<file path="src/hw/rtl/pfd_pkg.sv">
// shared types, constants and register codes of the pt100 fan duty block
package pfd_pkg;

    // sample and fixed-point formats
    localparam int SAMPLE_BITS   = 12;
    localparam int FRACTION_BITS = 20;

    // derived widths
    localparam int TEMP_W    = FRACTION_BITS + 12;              // signed temperature / average
    localparam int MAG_W     = SAMPLE_BITS + 18;                // |220000*s - 20000*full|
    localparam int DEN_W     = SAMPLE_BITS + 7;                 // 77*(full - s)
    localparam int Y_W       = SAMPLE_BITS + 8;                 // divisor width
    localparam int X_W       = SAMPLE_BITS + FRACTION_BITS + 20; // dividend width
    localparam int Q_W       = 2 * ((FRACTION_BITS + 13) / 2);  // quotient width, even
    localparam int DIV_STEPS = Q_W / 2;                         // two quotient bits per cycle
    localparam int CNT_W     = $clog2(DIV_STEPS + 1);
    localparam int HOT_W     = 15;
    localparam int THR_W     = 14;
    localparam int DUTY_W    = 9;
    localparam int APB_DATA_W = 32;
    localparam int APB_ADDR_W = 5;
    localparam int REG_IDX_W  = 3;

    // conversion constants
    localparam int unsigned FULL_SCALE = 1 << SAMPLE_BITS;
    localparam logic [MAG_W-1:0] RES_GAIN   = MAG_W'(220000);
    localparam logic [MAG_W-1:0] RES_OFFSET = MAG_W'(20000) << SAMPLE_BITS;
    localparam logic [DEN_W-1:0] DEN_GAIN   = DEN_W'(77);
    localparam logic [Q_W-1:0]   SAT_Q      = Q_W'(16383) << (FRACTION_BITS - 4);

    // averaging: round(delta / 10000) as (2*|delta| + 10000) / 20000
    localparam logic [X_W-1:0] EMA_HALF = X_W'(10000);
    localparam logic [Y_W-1:0] EMA_DIV  = Y_W'(20000);

    localparam logic signed [TEMP_W-1:0] AVG_RESET = TEMP_W'(27) << FRACTION_BITS;

    // register reset values
    localparam logic [THR_W-1:0]  TEMP_OFF_RST  = THR_W'(528);
    localparam logic [THR_W-1:0]  TEMP_HOLD_RST = THR_W'(560);
    localparam logic [THR_W-1:0]  TEMP_LOW_RST  = THR_W'(672);
    localparam logic [THR_W-1:0]  TEMP_MID_RST  = THR_W'(728);
    localparam logic [DUTY_W-1:0] DUTY_LOW_RST  = DUTY_W'(250);
    localparam logic [DUTY_W-1:0] DUTY_MID_RST  = DUTY_W'(375);
    localparam logic [DUTY_W-1:0] DUTY_HIGH_RST = DUTY_W'(499);

    // register indexes
    typedef enum logic [REG_IDX_W-1:0] {
        REG_TEMP_OFF  = 3'd0,
        REG_TEMP_HOLD = 3'd1,
        REG_TEMP_LOW  = 3'd2,
        REG_TEMP_MID  = 3'd3,
        REG_DUTY_LOW  = 3'd4,
        REG_DUTY_MID  = 3'd5,
        REG_DUTY_HIGH = 3'd6
    } t_reg_idx;

    // divider operations
    typedef enum logic [1:0] {
        OP_TEMP_A = 2'd0,
        OP_TEMP_B = 2'd1,
        OP_EMA_A  = 2'd2,
        OP_EMA_B  = 2'd3
    } t_op;

    typedef struct packed {
        logic [THR_W-1:0]  temp_off;
        logic [THR_W-1:0]  temp_hold;
        logic [THR_W-1:0]  temp_low_limit;
        logic [THR_W-1:0]  temp_mid_limit;
        logic [DUTY_W-1:0] duty_low;
        logic [DUTY_W-1:0] duty_mid;
        logic [DUTY_W-1:0] duty_high;
    } t_cfg;

    // controller to datapath
    typedef struct packed {
        logic load;
        logic div_start;
        logic store;
        t_op  op;
        logic hot;
        logic duty_load;
    } t_cmd;

    // datapath to controller
    typedef struct packed {
        logic div_done;
        logic out_free;
    } t_stat;

endpackage

</file>
<file path="src/hw/rtl/pfd_in_if.sv">
// input channel: two sensor samples per transaction
interface pfd_in_if;
    logic                             valid;
    logic                             ready;
    logic [pfd_pkg::SAMPLE_BITS-1:0]  sample_a;
    logic [pfd_pkg::SAMPLE_BITS-1:0]  sample_b;

    modport source (output valid, output sample_a, output sample_b, input ready);
    modport sink   (input valid, input sample_a, input sample_b, output ready);
endinterface

</file>
<file path="src/hw/rtl/pfd_out_if.sv">
// output channel: fan duty and hottest smoothed temperature
interface pfd_out_if;
    logic                              valid;
    logic                              ready;
    logic [pfd_pkg::DUTY_W-1:0]        fan_duty;
    logic signed [pfd_pkg::HOT_W-1:0]  hottest_temp;

    modport source (output valid, output fan_duty, output hottest_temp, input ready);
    modport sink   (input valid, input fan_duty, input hottest_temp, output ready);
endinterface

</file>
<file path="src/hw/rtl/pt100_smoothed_fan_duty_control.sv">
// top level: two-sensor pt100 smoothing with stepped fan duty and apb registers
//
//  channel   dir   handshake          payload
//  i_in      in    valid / ready      sample_a[11:0], sample_b[11:0]
//  o_out     out   valid / ready      fan_duty[8:0], hottest_temp[14:0] signed
//  apb       in    psel / penable     paddr[4:0], pwdata[31:0], prdata[31:0]
//
//  one transaction makes four passes through the shared two-bit-per-cycle
//  divider, one for each temperature and one for each average.
//  input ready is high only while the controller is idle; a finished result
//  waits in the output register and the next transaction is taken meanwhile.
//  a stalled output holds the controller in its duty step until the slot frees.
//  synchronous active-low reset restores the registers, both averages to 27 C
//  and the held duty to zero.
module pt100_smoothed_fan_duty_control (
    input  logic                                i_clk,
    input  logic                                i_rst_n,
    pfd_in_if.sink                              i_in,
    pfd_out_if.source                           o_out,
    input  logic                                psel,
    input  logic                                penable,
    input  logic                                pwrite,
    input  logic [pfd_pkg::APB_ADDR_W-1:0]      paddr,
    input  logic [pfd_pkg::APB_DATA_W-1:0]      pwdata,
    output logic [pfd_pkg::APB_DATA_W-1:0]      prdata,
    output logic                                pready
);

    pfd_pkg::t_cfg   r_cfg;
    pfd_pkg::t_cmd   cmd;
    pfd_pkg::t_stat  stat;
    pfd_pkg::t_reg_idx reg_idx;
    logic            cfg_wr;

    assign pready  = 1'b1;
    assign reg_idx = pfd_pkg::t_reg_idx'(paddr[pfd_pkg::APB_ADDR_W-1:2]);
    assign cfg_wr  = psel && penable && pwrite && pready;

    // register writes
    always_ff @(posedge i_clk) begin
        if (!i_rst_n) begin
            r_cfg.temp_off       <= pfd_pkg::TEMP_OFF_RST;
            r_cfg.temp_hold      <= pfd_pkg::TEMP_HOLD_RST;
            r_cfg.temp_low_limit <= pfd_pkg::TEMP_LOW_RST;
            r_cfg.temp_mid_limit <= pfd_pkg::TEMP_MID_RST;
            r_cfg.duty_low       <= pfd_pkg::DUTY_LOW_RST;
            r_cfg.duty_mid       <= pfd_pkg::DUTY_MID_RST;
            r_cfg.duty_high      <= pfd_pkg::DUTY_HIGH_RST;
        end else if (cfg_wr) begin
            unique case (reg_idx)
                pfd_pkg::REG_TEMP_OFF:  r_cfg.temp_off       <= pwdata[pfd_pkg::THR_W-1:0];
                pfd_pkg::REG_TEMP_HOLD: r_cfg.temp_hold      <= pwdata[pfd_pkg::THR_W-1:0];
                pfd_pkg::REG_TEMP_LOW:  r_cfg.temp_low_limit <= pwdata[pfd_pkg::THR_W-1:0];
                pfd_pkg::REG_TEMP_MID:  r_cfg.temp_mid_limit <= pwdata[pfd_pkg::THR_W-1:0];
                pfd_pkg::REG_DUTY_LOW:  r_cfg.duty_low       <= pwdata[pfd_pkg::DUTY_W-1:0];
                pfd_pkg::REG_DUTY_MID:  r_cfg.duty_mid       <= pwdata[pfd_pkg::DUTY_W-1:0];
                pfd_pkg::REG_DUTY_HIGH: r_cfg.duty_high      <= pwdata[pfd_pkg::DUTY_W-1:0];
                default: ;
            endcase
        end
    end

    // register reads
    always_comb begin
        unique case (reg_idx)
            pfd_pkg::REG_TEMP_OFF:  prdata = pfd_pkg::APB_DATA_W'(r_cfg.temp_off);
            pfd_pkg::REG_TEMP_HOLD: prdata = pfd_pkg::APB_DATA_W'(r_cfg.temp_hold);
            pfd_pkg::REG_TEMP_LOW:  prdata = pfd_pkg::APB_DATA_W'(r_cfg.temp_low_limit);
            pfd_pkg::REG_TEMP_MID:  prdata = pfd_pkg::APB_DATA_W'(r_cfg.temp_mid_limit);
            pfd_pkg::REG_DUTY_LOW:  prdata = pfd_pkg::APB_DATA_W'(r_cfg.duty_low);
            pfd_pkg::REG_DUTY_MID:  prdata = pfd_pkg::APB_DATA_W'(r_cfg.duty_mid);
            pfd_pkg::REG_DUTY_HIGH: prdata = pfd_pkg::APB_DATA_W'(r_cfg.duty_high);
            default:                prdata = '0;
        endcase
    end

    pfd_ctrl u_ctrl (
        .i_clk      (i_clk),
        .i_rst_n    (i_rst_n),
        .i_in_valid (i_in.valid),
        .o_in_ready (i_in.ready),
        .i_stat     (stat),
        .o_cmd      (cmd)
    );

    pfd_dp u_dp (
        .i_clk          (i_clk),
        .i_rst_n        (i_rst_n),
        .i_cmd          (cmd),
        .o_stat         (stat),
        .i_cfg          (r_cfg),
        .i_sample_a     (i_in.sample_a),
        .i_sample_b     (i_in.sample_b),
        .i_out_ready    (o_out.ready),
        .o_out_valid    (o_out.valid),
        .o_fan_duty     (o_out.fan_duty),
        .o_hottest_temp (o_out.hottest_temp)
    );

endmodule

</file>
<file path="src/hw/rtl/pfd_div.sv">
// shared restoring divider, two quotient bits per cycle, with overflow flag
module pfd_div (
    input  logic                        i_clk,
    input  logic                        i_rst_n,
    input  logic                        i_start,
    input  logic [pfd_pkg::X_W-1:0]     i_x,
    input  logic [pfd_pkg::Y_W-1:0]     i_y,
    output logic                        o_done,
    output logic                        o_ovf,
    output logic [pfd_pkg::Q_W-1:0]     o_q
);

    logic                        r_busy;
    logic                        r_done;
    logic [pfd_pkg::CNT_W-1:0]   r_cnt;
    logic [pfd_pkg::Y_W-1:0]     r_rem;
    logic [pfd_pkg::Q_W-1:0]     r_num;
    logic [pfd_pkg::Y_W-1:0]     r_y;
    logic                        r_ovf;

    logic [pfd_pkg::Y_W-1:0]     n_rem;
    logic [pfd_pkg::Q_W-1:0]     n_num;
    logic [pfd_pkg::X_W-1:0]     upper;

    // high part of the dividend, must stay below the divisor
    assign upper = i_x >> pfd_pkg::Q_W;

    // two compare-subtract steps
    always_comb begin
        logic [pfd_pkg::Y_W:0] trial;
        logic                  ge;
        n_rem = r_rem;
        n_num = r_num;
        for (int k = 0; k < 2; k++) begin
            trial = {n_rem, n_num[pfd_pkg::Q_W-1]};
            ge    = (trial >= {1'b0, r_y});
            if (ge) begin
                trial = trial - {1'b0, r_y};
            end
            n_rem = trial[pfd_pkg::Y_W-1:0];
            n_num = {n_num[pfd_pkg::Q_W-2:0], ge};
        end
    end

    // control
    always_ff @(posedge i_clk) begin
        if (!i_rst_n) begin
            r_busy <= 1'b0;
            r_done <= 1'b0;
            r_cnt  <= '0;
        end else begin
            r_done <= 1'b0;
            if (i_start) begin
                r_busy <= 1'b1;
                r_cnt  <= pfd_pkg::CNT_W'(pfd_pkg::DIV_STEPS);
            end else if (r_busy) begin
                r_cnt <= r_cnt - pfd_pkg::CNT_W'(1);
                if (r_cnt == pfd_pkg::CNT_W'(1)) begin
                    r_busy <= 1'b0;
                    r_done <= 1'b1;
                end
            end
        end
    end

    // operands and partial results
    always_ff @(posedge i_clk) begin
        if (i_start) begin
            r_rem <= upper[pfd_pkg::Y_W-1:0];
            r_num <= i_x[pfd_pkg::Q_W-1:0];
            r_y   <= i_y;
            r_ovf <= (upper >= pfd_pkg::X_W'(i_y));
        end else if (r_busy) begin
            r_rem <= n_rem;
            r_num <= n_num;
        end
    end

    assign o_done = r_done;
    assign o_ovf  = r_ovf;
    assign o_q    = r_num;

endmodule

</file>
<file path="src/hw/rtl/pfd_dp.sv">
// datapath: operand forming, averages, duty ladder and output register
module pfd_dp (
    input  logic                                i_clk,
    input  logic                                i_rst_n,
    input  pfd_pkg::t_cmd                       i_cmd,
    output pfd_pkg::t_stat                      o_stat,
    input  pfd_pkg::t_cfg                       i_cfg,
    input  logic [pfd_pkg::SAMPLE_BITS-1:0]     i_sample_a,
    input  logic [pfd_pkg::SAMPLE_BITS-1:0]     i_sample_b,
    input  logic                                i_out_ready,
    output logic                                o_out_valid,
    output logic [pfd_pkg::DUTY_W-1:0]          o_fan_duty,
    output logic signed [pfd_pkg::HOT_W-1:0]    o_hottest_temp
);

    logic [pfd_pkg::SAMPLE_BITS-1:0]     r_sa;
    logic [pfd_pkg::SAMPLE_BITS-1:0]     r_sb;
    logic                                r_neg;
    logic signed [pfd_pkg::TEMP_W-1:0]   r_t_a;
    logic signed [pfd_pkg::TEMP_W-1:0]   r_t_b;
    logic signed [pfd_pkg::TEMP_W-1:0]   r_avg_a;
    logic signed [pfd_pkg::TEMP_W-1:0]   r_avg_b;
    logic signed [pfd_pkg::HOT_W-1:0]    r_h;
    logic [pfd_pkg::DUTY_W-1:0]          r_held;
    logic                                r_out_valid;
    logic [pfd_pkg::DUTY_W-1:0]          r_out_duty;
    logic signed [pfd_pkg::HOT_W-1:0]    r_out_hot;

    logic [pfd_pkg::X_W-1:0]             div_x;
    logic [pfd_pkg::Y_W-1:0]             div_y;
    logic                                div_neg;
    logic                                div_done;
    logic                                div_ovf;
    logic [pfd_pkg::Q_W-1:0]             div_q;

    logic [pfd_pkg::SAMPLE_BITS-1:0]     s_sel;
    logic [pfd_pkg::SAMPLE_BITS:0]       span;
    logic [pfd_pkg::MAG_W-1:0]           prod;
    logic [pfd_pkg::MAG_W-1:0]           res_mag;
    logic [pfd_pkg::DEN_W-1:0]           den;
    logic signed [pfd_pkg::TEMP_W:0]     delta;
    logic [pfd_pkg::TEMP_W:0]            delta_mag;

    logic [pfd_pkg::TEMP_W-1:0]          q_low;
    logic signed [pfd_pkg::TEMP_W-1:0]   t_val;
    logic signed [pfd_pkg::TEMP_W-1:0]   avg_sel;
    logic signed [pfd_pkg::TEMP_W-1:0]   avg_new;
    logic signed [pfd_pkg::TEMP_W-1:0]   hot;
    logic signed [pfd_pkg::TEMP_W-1:0]   hot_shift;
    logic signed [pfd_pkg::HOT_W:0]      h_ext;
    logic [pfd_pkg::DUTY_W-1:0]          duty;

    // resistance ratio terms of the selected sample
    assign s_sel   = (i_cmd.op == pfd_pkg::OP_TEMP_B) ? r_sb : r_sa;
    assign span    = (pfd_pkg::SAMPLE_BITS + 1)'(pfd_pkg::FULL_SCALE) - {1'b0, s_sel};
    assign prod    = pfd_pkg::RES_GAIN * pfd_pkg::MAG_W'(s_sel);
    assign den     = pfd_pkg::DEN_GAIN * pfd_pkg::DEN_W'(span);
    assign res_mag = (prod < pfd_pkg::RES_OFFSET) ? (pfd_pkg::RES_OFFSET - prod)
                                                  : (prod - pfd_pkg::RES_OFFSET);

    // difference of new temperature and running average
    assign avg_sel   = (i_cmd.op == pfd_pkg::OP_EMA_B) ? r_avg_b : r_avg_a;
    assign delta     = ((i_cmd.op == pfd_pkg::OP_EMA_B) ? {r_t_b[pfd_pkg::TEMP_W-1], r_t_b}
                                                        : {r_t_a[pfd_pkg::TEMP_W-1], r_t_a})
                     - {avg_sel[pfd_pkg::TEMP_W-1], avg_sel};
    assign delta_mag = delta[pfd_pkg::TEMP_W] ? ($unsigned(-delta)) : $unsigned(delta);

    // divider operand select
    always_comb begin
        unique case (i_cmd.op)
            pfd_pkg::OP_TEMP_A, pfd_pkg::OP_TEMP_B: begin
                div_neg = (prod < pfd_pkg::RES_OFFSET);
                div_x   = (pfd_pkg::X_W'(res_mag) << (pfd_pkg::FRACTION_BITS + 1))
                        + pfd_pkg::X_W'(den);
                div_y   = {den, 1'b0};
            end
            default: begin
                div_neg = delta[pfd_pkg::TEMP_W];
                div_x   = (pfd_pkg::X_W'(delta_mag) << 1) + pfd_pkg::EMA_HALF;
                div_y   = pfd_pkg::EMA_DIV;
            end
        endcase
    end

    pfd_div u_div (
        .i_clk   (i_clk),
        .i_rst_n (i_rst_n),
        .i_start (i_cmd.div_start),
        .i_x     (div_x),
        .i_y     (div_y),
        .o_done  (div_done),
        .o_ovf   (div_ovf),
        .o_q     (div_q)
    );

    // signed temperature with upper saturation, and average step
    assign q_low   = div_q[pfd_pkg::TEMP_W-1:0];
    assign t_val   = r_neg ? $signed(pfd_pkg::TEMP_W'(0) - q_low)
                   : ((div_ovf || (div_q > pfd_pkg::SAT_Q))
                      ? $signed(pfd_pkg::SAT_Q[pfd_pkg::TEMP_W-1:0]) : $signed(q_low));
    assign avg_new = r_neg ? (avg_sel - $signed(q_low)) : (avg_sel + $signed(q_low));

    // larger average in sixteenths, floor
    assign hot       = (r_avg_a > r_avg_b) ? r_avg_a : r_avg_b;
    assign hot_shift = hot >>> (pfd_pkg::FRACTION_BITS - 4);

    // duty ladder, first true compare wins
    assign h_ext = {r_h[pfd_pkg::HOT_W-1], r_h};
    always_comb begin
        if (h_ext < $signed({2'b00, i_cfg.temp_off})) begin
            duty = '0;
        end else if (h_ext < $signed({2'b00, i_cfg.temp_hold})) begin
            duty = r_held;
        end else if (h_ext < $signed({2'b00, i_cfg.temp_low_limit})) begin
            duty = i_cfg.duty_low;
        end else if (h_ext < $signed({2'b00, i_cfg.temp_mid_limit})) begin
            duty = i_cfg.duty_mid;
        end else begin
            duty = i_cfg.duty_high;
        end
    end

    // working registers
    always_ff @(posedge i_clk) begin
        if (i_cmd.load) begin
            r_sa <= i_sample_a;
            r_sb <= i_sample_b;
        end
        if (i_cmd.div_start) begin
            r_neg <= div_neg;
        end
        if (i_cmd.store && (i_cmd.op == pfd_pkg::OP_TEMP_A)) begin
            r_t_a <= t_val;
        end
        if (i_cmd.store && (i_cmd.op == pfd_pkg::OP_TEMP_B)) begin
            r_t_b <= t_val;
        end
        if (i_cmd.hot) begin
            r_h <= hot_shift[pfd_pkg::HOT_W-1:0];
        end
        if (i_cmd.duty_load) begin
            r_out_duty <= duty;
            r_out_hot  <= r_h;
        end
    end

    // averages, held duty and output valid
    always_ff @(posedge i_clk) begin
        if (!i_rst_n) begin
            r_avg_a     <= pfd_pkg::AVG_RESET;
            r_avg_b     <= pfd_pkg::AVG_RESET;
            r_held      <= '0;
            r_out_valid <= 1'b0;
        end else begin
            if (i_cmd.store && (i_cmd.op == pfd_pkg::OP_EMA_A)) begin
                r_avg_a <= avg_new;
            end
            if (i_cmd.store && (i_cmd.op == pfd_pkg::OP_EMA_B)) begin
                r_avg_b <= avg_new;
            end
            if (i_cmd.duty_load) begin
                r_held      <= duty;
                r_out_valid <= 1'b1;
            end else if (i_out_ready) begin
                r_out_valid <= 1'b0;
            end
        end
    end

    assign o_stat.div_done = div_done;
    assign o_stat.out_free = !r_out_valid || i_out_ready;
    assign o_out_valid     = r_out_valid;
    assign o_fan_duty      = r_out_duty;
    assign o_hottest_temp  = r_out_hot;

endmodule

</file>
<file path="src/hw/rtl/pfd_ctrl.sv">
// controller: sequences the four divisions, the max and the duty step
module pfd_ctrl (
    input  logic            i_clk,
    input  logic            i_rst_n,
    input  logic            i_in_valid,
    output logic            o_in_ready,
    input  pfd_pkg::t_stat  i_stat,
    output pfd_pkg::t_cmd   o_cmd
);

    typedef enum logic [10:0] {
        S_IDLE   = 11'b000_0000_0001,
        S_TA_GO  = 11'b000_0000_0010,
        S_TA_RUN = 11'b000_0000_0100,
        S_EA_GO  = 11'b000_0000_1000,
        S_EA_RUN = 11'b000_0001_0000,
        S_TB_GO  = 11'b000_0010_0000,
        S_TB_RUN = 11'b000_0100_0000,
        S_EB_GO  = 11'b000_1000_0000,
        S_EB_RUN = 11'b001_0000_0000,
        S_HOT    = 11'b010_0000_0000,
        S_DUTY   = 11'b100_0000_0000
    } t_state;

    t_state r_state;
    t_state n_state;

    // next state and commands
    always_comb begin
        n_state          = r_state;
        o_cmd            = '0;
        o_cmd.op         = pfd_pkg::OP_TEMP_A;
        o_in_ready       = 1'b0;
        unique case (r_state)
            S_IDLE: begin
                o_in_ready = 1'b1;
                o_cmd.load = i_in_valid;
                if (i_in_valid) begin
                    n_state = S_TA_GO;
                end
            end
            S_TA_GO: begin
                o_cmd.div_start = 1'b1;
                n_state         = S_TA_RUN;
            end
            S_TA_RUN: begin
                o_cmd.store = i_stat.div_done;
                if (i_stat.div_done) begin
                    n_state = S_EA_GO;
                end
            end
            S_EA_GO: begin
                o_cmd.op        = pfd_pkg::OP_EMA_A;
                o_cmd.div_start = 1'b1;
                n_state         = S_EA_RUN;
            end
            S_EA_RUN: begin
                o_cmd.op    = pfd_pkg::OP_EMA_A;
                o_cmd.store = i_stat.div_done;
                if (i_stat.div_done) begin
                    n_state = S_TB_GO;
                end
            end
            S_TB_GO: begin
                o_cmd.op        = pfd_pkg::OP_TEMP_B;
                o_cmd.div_start = 1'b1;
                n_state         = S_TB_RUN;
            end
            S_TB_RUN: begin
                o_cmd.op    = pfd_pkg::OP_TEMP_B;
                o_cmd.store = i_stat.div_done;
                if (i_stat.div_done) begin
                    n_state = S_EB_GO;
                end
            end
            S_EB_GO: begin
                o_cmd.op        = pfd_pkg::OP_EMA_B;
                o_cmd.div_start = 1'b1;
                n_state         = S_EB_RUN;
            end
            S_EB_RUN: begin
                o_cmd.op    = pfd_pkg::OP_EMA_B;
                o_cmd.store = i_stat.div_done;
                if (i_stat.div_done) begin
                    n_state = S_HOT;
                end
            end
            S_HOT: begin
                o_cmd.hot = 1'b1;
                n_state   = S_DUTY;
            end
            S_DUTY: begin
                o_cmd.duty_load = i_stat.out_free;
                if (i_stat.out_free) begin
                    n_state = S_IDLE;
                end
            end
            default: begin
                n_state = S_IDLE;
            end
        endcase
    end

    // state register
    always_ff @(posedge i_clk) begin
        if (!i_rst_n) begin
            r_state <= S_IDLE;
        end else begin
            r_state <= n_state;
        end
    end

endmodule

</file>
<file path="src/flat_wrapper.sv">
// flat-port wrapper written by rule: the top's interface ports become plain ports
module pt100_smoothed_fan_duty_control_flat 
  (i_clk, i_rst_n, psel, penable, pwrite, paddr, pwdata, prdata, pready, i_in_valid, i_in_sample_a, i_in_sample_b, i_in_ready, o_out_valid, o_out_fan_duty, o_out_hottest_temp, o_out_ready);
  pfd_in_if i_in_i ();
  pfd_out_if o_out_i ();
  input  logic i_clk;
  input  logic i_rst_n;
  input  logic psel;
  input  logic penable;
  input  logic pwrite;
  input  logic [pfd_pkg::APB_ADDR_W-1:0] paddr;
  input  logic [pfd_pkg::APB_DATA_W-1:0] pwdata;
  output logic [pfd_pkg::APB_DATA_W-1:0] prdata;
  output logic pready;
  input wire logic [$bits(i_in_i.valid)-1:0] i_in_valid;
  input wire logic [$bits(i_in_i.sample_a)-1:0] i_in_sample_a;
  input wire logic [$bits(i_in_i.sample_b)-1:0] i_in_sample_b;
  output wire logic [$bits(i_in_i.ready)-1:0] i_in_ready;
  output wire logic [$bits(o_out_i.valid)-1:0] o_out_valid;
  output wire logic [$bits(o_out_i.fan_duty)-1:0] o_out_fan_duty;
  output wire logic [$bits(o_out_i.hottest_temp)-1:0] o_out_hottest_temp;
  input wire logic [$bits(o_out_i.ready)-1:0] o_out_ready;
  assign i_in_i.valid = i_in_valid;
  assign i_in_i.sample_a = i_in_sample_a;
  assign i_in_i.sample_b = i_in_sample_b;
  assign i_in_ready = i_in_i.ready;
  assign o_out_valid = o_out_i.valid;
  assign o_out_fan_duty = o_out_i.fan_duty;
  assign o_out_hottest_temp = o_out_i.hottest_temp;
  assign o_out_i.ready = o_out_ready;
  pt100_smoothed_fan_duty_control u_core (.i_clk(i_clk), .i_rst_n(i_rst_n), .i_in(i_in_i), .o_out(o_out_i), .psel(psel), .penable(penable), .pwrite(pwrite), .paddr(paddr), .pwdata(pwdata), .prdata(prdata), .pready(pready));
endmodule
</file>
<file path="config.mk">
export PLATFORM = sky130hd
export DESIGN_NAME = pt100_smoothed_fan_duty_control_flat
export DESIGN_NICKNAME = d
export VERILOG_FILES = /design/src/hw/rtl/pfd_pkg.sv /design/src/hw/rtl/pfd_in_if.sv /design/src/hw/rtl/pfd_out_if.sv /design/src/hw/rtl/pt100_smoothed_fan_duty_control.sv /design/src/hw/rtl/pfd_div.sv /design/src/hw/rtl/pfd_dp.sv /design/src/hw/rtl/pfd_ctrl.sv /design/src/flat_wrapper.sv
export SDC_FILE = /design/constraint.sdc
export NUM_CORES = 2
export LEC_CHECK = 0
export ABC_CLOCK_PERIOD_IN_PS = 9010
export BUFFER_PORTS_ARGS = -buffer_cell sky130_fd_sc_hd__buf_2
export CORE_UTILIZATION = 39
export CTS_CLUSTER_DIAMETER = 120
export DETAILED_ROUTE_END_ITERATION = 10
export SYNTH_ARGS = -nofsm -noshare
export SYNTH_HDL_FRONTEND = slang
export SYNTH_SLANG_ARGS = --single-unit
</file>
<file path="constraint.sdc">
create_clock -name i_clk -period 9.01 [get_ports i_clk]
set_clock_uncertainty 0.1 [all_clocks]
set_input_delay 0.901 -clock i_clk [delete_from_list [all_inputs] [get_ports i_clk]]
set_output_delay 0.901 -clock i_clk [all_outputs]
set_load 0.03 [all_outputs]
</file>
# After elaboration in Yosys (flattened, before gate mapping)
# Cells that the tools add are included.
# op_classes
add_sub_neg	13
mul	2
order_cmp	10
eq_ne	27
muxes	45
bitwise_logic	2
reduce_logical	29
# op_table
cell	count
$mux W32	6
$pmux W11 S11	1
$mux W20	5
$pmux W14 S7	1
$mux W11	6
$mux W33	2
$lt A15 B15 Y1	4
$add A51 B19 Y52	1
$mux W52	1
$ge A21 B20 Y1	2
$sub A20 B20 Y20	2
$mux W9	4
$add A34 B14 Y35 const B	1
$neg A33 Y33	1
$sub A33 B33 Y33	1
$add A32 B32 Y32	1
$gt A32 B30 Y1 const B	1
$gt A32 B32 Y1	1
$sub A1 B32 Y32 const A	1
$sub A32 B32 Y32	1
$mux W31	1
$lt A30 B27 Y1 const B	1
$mux W30	1
$sub A27 B30 Y30 const A	1
40 further kinds	81
# totals
ff_bits	376
input_bits	68
out_inout_bits	59
wordCells	156

# Logic depth before layout (Yosys ltp)
# logic_depth
depth_word	11
depth_mapped	46

# Modules after synthesis
# A second synthesis with hierarchy kept.
# hier_totals
cells_unflattened	3779
area_unflattened_um2	33968.8
# modules_own_cells
mod	n_inst	cells_each	area_per_inst_um2
pfd_dp	1	2676	22928.2
pfd_div	1	580	6115.9
pt100_smoothed_fan_duty_control	1	429	4132.7
pfd_ctrl	1	94	792.0

# Worst setup path after synthesis
# No wires, ideal clock.
# synth_path
kind	reg-to-reg
from	register u_core.u_ctrl.r_state[1]
to	register u_core.u_dp.u_div.r_ovf, in the netlist u_core.u_dp.u_div.o_ovf (data pin)
arrival_time_ns	9.154
path_slack_ns	-0.502
path_stages_with_launch	41
path_buffers	2
period_less_slack_ns	9.512
cell_sequence	dfxtp_1 -> clkbuf_1 -> nor3_1 -> and2_1 -> o2111ai_1 -> nor2_1 -> mux2i_1 -> ha_1 -> fa_1 -> inv_1 -> fa_1 -> inv_1 -> fa_1 -> inv_1 -> fa_1 -> inv_1 -> ha_1 -> o211ai_1 -> [... 5 more ...] -> o211ai_1 -> a21oi_1 -> nand3b_1 -> buf_2 -> mux2i_1 -> xor2_1 -> nor2_1 -> ha_1 -> a21oi_1 -> nor2b_1 -> o21ai_0 -> o21ai_0 -> nor3_1 -> nor2_1 -> a211oi_1 -> o21ai_0 -> o21ba_2 -> a21oi_1
# synth_via
elab_chain_cells	11
word_cells_on_any_way	32
cone_classes	add/sub (7); mul (2); order compare (2); eq/ne (8); mux (8); reduce/logical (5)
# synth_rtl
item	line_no	source
from (decl)	pfd_ctrl.sv:25	t_state r_state;
from (signal assigned)	pfd_ctrl.sv:109	r_state <= n_state;
$eq A11 B9 Y1 (tied with other cells)	pfd_ctrl.sv:34	unique case (r_state)
$reduce_or A2 Y1 (no source line)	--	
$pmux W2 S3 (*)	pfd_ctrl.sv:34	
$eq A2 B1 Y1 or $eq A2 B2 Y1 (tied branches)	--	
$mux W12 (tied with other cells)	pfd_dp.sv:54	assign s_sel = (i_cmd.op == pfd_pkg::OP_TEMP_B) ? r_sb : r_sa;
$mul A13 B12 Y25 or $sub A33 B33 Y33 (tied branches)	pfd_dp.sv:56, pfd_dp.sv:65	
$sub A30 B27 Y30 (tied with other cells)	pfd_dp.sv:59	: (prod - pfd_pkg::RES_OFFSET);
$mux W30 or $mux W33 (tied branches)	pfd_dp.sv:58, pfd_dp.sv:66	
$add A51 B19 Y52 or $add A34 B14 Y35 (tied branches)	pfd_dp.sv:74, pfd_dp.sv:79	
$mux W52	pfd_dp.sv:70	unique case (i_cmd.op)
$ge A20 B20 Y1 (*)	pfd_div.sv:72	r_ovf <= (upper >= pfd_pkg::X_W'(i_y));
to (signal assigned)	pfd_div.sv:72	
to (decl)	pfd_div.sv:19	logic r_ovf;
# Mark *: on every way between the ends. The rest lies on a longest branch, timed or not.
# A chain may end at the register's enable or synchronous reset.

# Final worst setup path
# Ends and elaborated chain as after synthesis.

==> reports/qor.yml <==
pwr-share-comb_pct: 79.2
syn2layout_area_growth_pct: 17.0
hold_class: "reg2reg"
portBuffers: 87
power_frac_clock_pct: 10.2
dieArea_sq_um: 87200
timing.final.crit_period_ns: 9.03
slowest_delay_ns: 0.54
cts_tree: "done"
cp_data_arrival_time_ns: 9.27
end_kind: "flip-flop"
internal_power_mw: 10.6
holdWs_ns: 0.353
cts_root_buf: "clkbuf_16"
h-tree-depth: 2
crit_top_cell: "fa_1"
ys_types: 110
grt_overflow: 0
insertion_delay_ns: 0.61
setup_viol: 1
rsz0062_at_grt: "true"
final_util_pct: 46.1
via_per_inst: 5.47
clk_path_buf_depth: 3
max-vdd-ir-drop_v: 0.00148
tightest_slew_ns: 1.11
syn_area_sq_um: 33500
crit_slowest_cell: "fa_1"
post-place-cells: 5332
core_sq_um: 85100
drt-initial-drc-count: 1933
placed_area_sq_um: 36500
maxCapViolCount: 0
synthArstFlopShare_pct: 0
drc_errors: 0
gp_congestion: 0.915
die_h_um: 295
final_area_sq_um: 39300
rows: 107
relSlewSlack_pct: 25.6
numCtsBuffers: 45
dr_wl_met2_um: 48800
avgSynthCellArea_sq_um: 8.29
wirelength_um: 100000
grt_pass1_vias: 28700
finalSetupTns_ns: -0.0158
synthCells: 4045
n_fill_cell: 8388
synth_edf_count: 200
start_kind: "flip-flop"
drive_gt1_share_pct: 16.3
p_leak_nw: 17.0
p_sw_mw: 8.62
top_layer: "met4"
ys_ff_latch: 375
clk_pin_slew_worst_paths_ns: 0.06
die_x_um: 295
crit_type: "reg2reg"
setup_ws_ns: -0.0158
worstPathRequired_ns: 9.26
finalCritPeriodShare_pct: 100
total_power_mw: 19.2
clock_sinks: 375
io_pins: 127
layoutNonFillerInstCount: 5468
finalHoldViolations: 0
hpwl_um: 76700
dr_total_vias: 29900
routedWlPerCell_um: 18.4
grt_antenna_before_repair: 0
grt_pass1_wl_um: 157000
grt_max_degree: 94
seq_area_frac_synth_pct: 28.4
start_util_pct: 39.4
powerDensity_nw_per_um2: 489
m1WireLength_um: 42600
status: "complete, but fails checks"
nNetsFinal: 4769
violations: "setup timing"
grt.total_usage_pct: 22.7
wl_met3_um: 4970
drv_slew: 0
synth_ff_type: "edfxtp_1"
synth_warnings: 0
first_pass_iters: 8
power_frac_seq_pct: 10.6
path_max_fanout: 7
dp_worst_setup_slack_ns: -0.596
sw_frac_of_total_pct: 45.0
fmax_mhz: 111
antenna_left: 0
-- flip-flops by register name (all words and copies together), names as in the netlist --
signal,count
u_core.u_dp.u_div.o_q,32
u_core.u_dp.u_div.o_ovf,1
u_core.u_dp.u_div.r_cnt,5
u_core.u_dp.r_avg_b,32
u_core.r_cfg,83
u_core.u_dp.r_h,15
u_core.u_dp.u_div.r_busy,1
u_core.u_dp.r_sb,12
u_core.u_dp.o_hottest_temp,15
u_core.u_dp.r_avg_a,32
u_core.u_dp.u_div.r_rem,20
u_core.u_dp.r_sa,12
u_core.u_dp.u_div.r_y,19
u_core.u_dp.o_fan_duty,9
u_core.u_dp.r_neg,1
u_core.u_dp.u_div.o_done,1
u_core.u_dp.r_t_a,32
u_core.u_ctrl.r_state,11
u_core.u_dp.o_out_valid,1
u_core.u_dp.r_held,9
u_core.u_dp.r_t_b,32
-- power groups by stage --
stage,logic [mW],clock network [mW],registers [mW]
3_3_place_gp,13.0,0,2.06
4_1_cts,14.1,1.99,2.03
6_report,15.2,1.96,2.03
5_1_grt,16.8,2.05,2.04
3_5_place_dp,13.1,0,2.06
2_1_floorplan,7.58,0,2.03
-- cells in the mapped netlist, drive strengths merged, types with 10 or more instances --
| master | instances | share of area (%) |
|---|---|---|
| a211oi | 47 | 1.1 |
| a21o | 105 | 2.4 |
| a21oi | 320 | 4.8 |
| a22oi | 10 | 0.22 |
| a31oi | 35 | 0.70 |
| and2 | 34 | 0.63 |
| and3 | 21 | 0.39 |
| buf | 67 | 1.2 |
| clkbuf | 130 | 1.5 |
| dfxtp | 175 | 10 |
| edfxtp | 200 | 18 |
| fa | 77 | 4.6 |
| ha | 338 | 13 |
| inv | 407 | 4.6 |
| mux2 | 36 | 1.2 |
| mux2i | 65 | 1.9 |
| mux4 | 11 | 0.74 |
| nand2 | 517 | 5.8 |
| nand2b | 39 | 0.73 |
| nand3 | 103 | 1.6 |
| nand4 | 41 | 0.76 |
| nor2 | 329 | 3.7 |
| nor2b | 33 | 0.62 |
| nor3 | 106 | 1.8 |
| nor4 | 35 | 0.76 |
| o2111ai | 11 | 0.29 |
| o211a | 10 | 0.32 |
| o211ai | 42 | 0.95 |
| o21a | 26 | 0.59 |
| o21ai | 178 | 2.7 |
| o21bai | 19 | 0.43 |
| o22a | 13 | 0.34 |
| o22ai | 28 | 0.56 |
| o31ai | 19 | 0.43 |
| or2 | 17 | 0.32 |
| or3 | 41 | 0.90 |
| xnor2 | 154 | 4.1 |
| xor2 | 61 | 1.6 |
-- worst max-delay path: cells and delay by family, from the launching register on --
| family | cells | cell delay [ns] |
|---|---|---|
| AND/OR/NAND/NOR | 12 | 1.98 |
| multiplexers | 1 | 0.44 |
| XOR/XNOR | 1 | 0.18 |
| adder cells (fa/ha/maj) | 7 | 2.85 |
| AO/OA/AOI/OAI | 13 | 2.23 |
| flip-flops | 1 | 0.35 |
| buffers and inverters | 7 | 0.60 |
-- placed cells by master, fill, tap and decap left out, types with 25 or more instances in the layout --
master	instances
fa_1	72
o211ai_1	41
dfxtp_1	168
xnor2_1	149
nor2b_1	30
buf_2	87
mux2_2	36
and2_1	33
a31oi_1	33
clkbuf_16	50
a21oi_1	310
a21o_1	105
o21a_1	25
nor2_1	318
nand2_1	513
edfxtp_1	200
o22ai_1	26
nand2b_1	38
xor2_1	60
or3_1	31
nand4_1	41
a211oi_1	42
mux2i_1	55
nand3_1	99
o21ai_0	157
ha_1	318
nor3_1	87
inv_1	382
buf_4	273
-- per-layer routing --
layer	global-route usage, %	vias to the layer above
met5	0	-
met4	9.20	0
met3	2.37	187
met2	40.2	838
met1	28.1	14200
li1	-	14700
-- kinds of logic (layout without fill, tap and decap cells) --
kind of cell	count (synthesis)	after routing	synth area share, %
AND/OR/NAND/NOR	1361	1361	19.2
XOR/XNOR	215	215	5.66
AO/OA/AOI/OAI	960	960	18.5
multiplexers	112	112	3.89
buffers and inverters	605	866	7.18
flip-flops	375	375	28.4
other	2	20	0.0224
adder cells (fa/ha/maj)	415	415	17.2
-- worst paths after layout --
path	start	end	slack [ns]	depth (start not counted)
min reg2reg	u_core.r_cfg[45]$_SDFFE_PN0P_	u_core.r_cfg[45]$_SDFFE_PN0P_	0.35	2
max reg2reg	u_core.u_ctrl.r_state[1]$_SDFFE_PN0P_	u_core.u_dp.u_div.o_ovf$_DFFE_PN_	-0.02	41
max	u_core.u_ctrl.r_state[1]$_SDFFE_PN0P_	u_core.u_dp.u_div.o_ovf$_DFFE_PN_	-0.02	41
min	u_core.r_cfg[45]$_SDFFE_PN0P_	u_core.r_cfg[45]$_SDFFE_PN0P_	0.35	2
-- repair_timing --
item                       CTS  global route
gates cloned                 0             1
setup endpoints to repair    1            16
buffers inserted            35            16
pin swaps                   61            55
hold buffers                 0             0
gates resized for setup     79            85
-- cell type report --
class                   instances  area [sq um]  share of cell area (%)
multi-input cells            3082         22500                    57.3
diodes                          1          2.50                 0.00638
flip-flops and latches        375          9520                    24.3
clock inverters                26           322                   0.819
clock buffers                  58          1270                    3.24
well taps                    1144          1430                    3.65
inverters                     408          1540                    3.91
repair buffers                374          2680                    6.82
(Power assumes the default switching activity.)
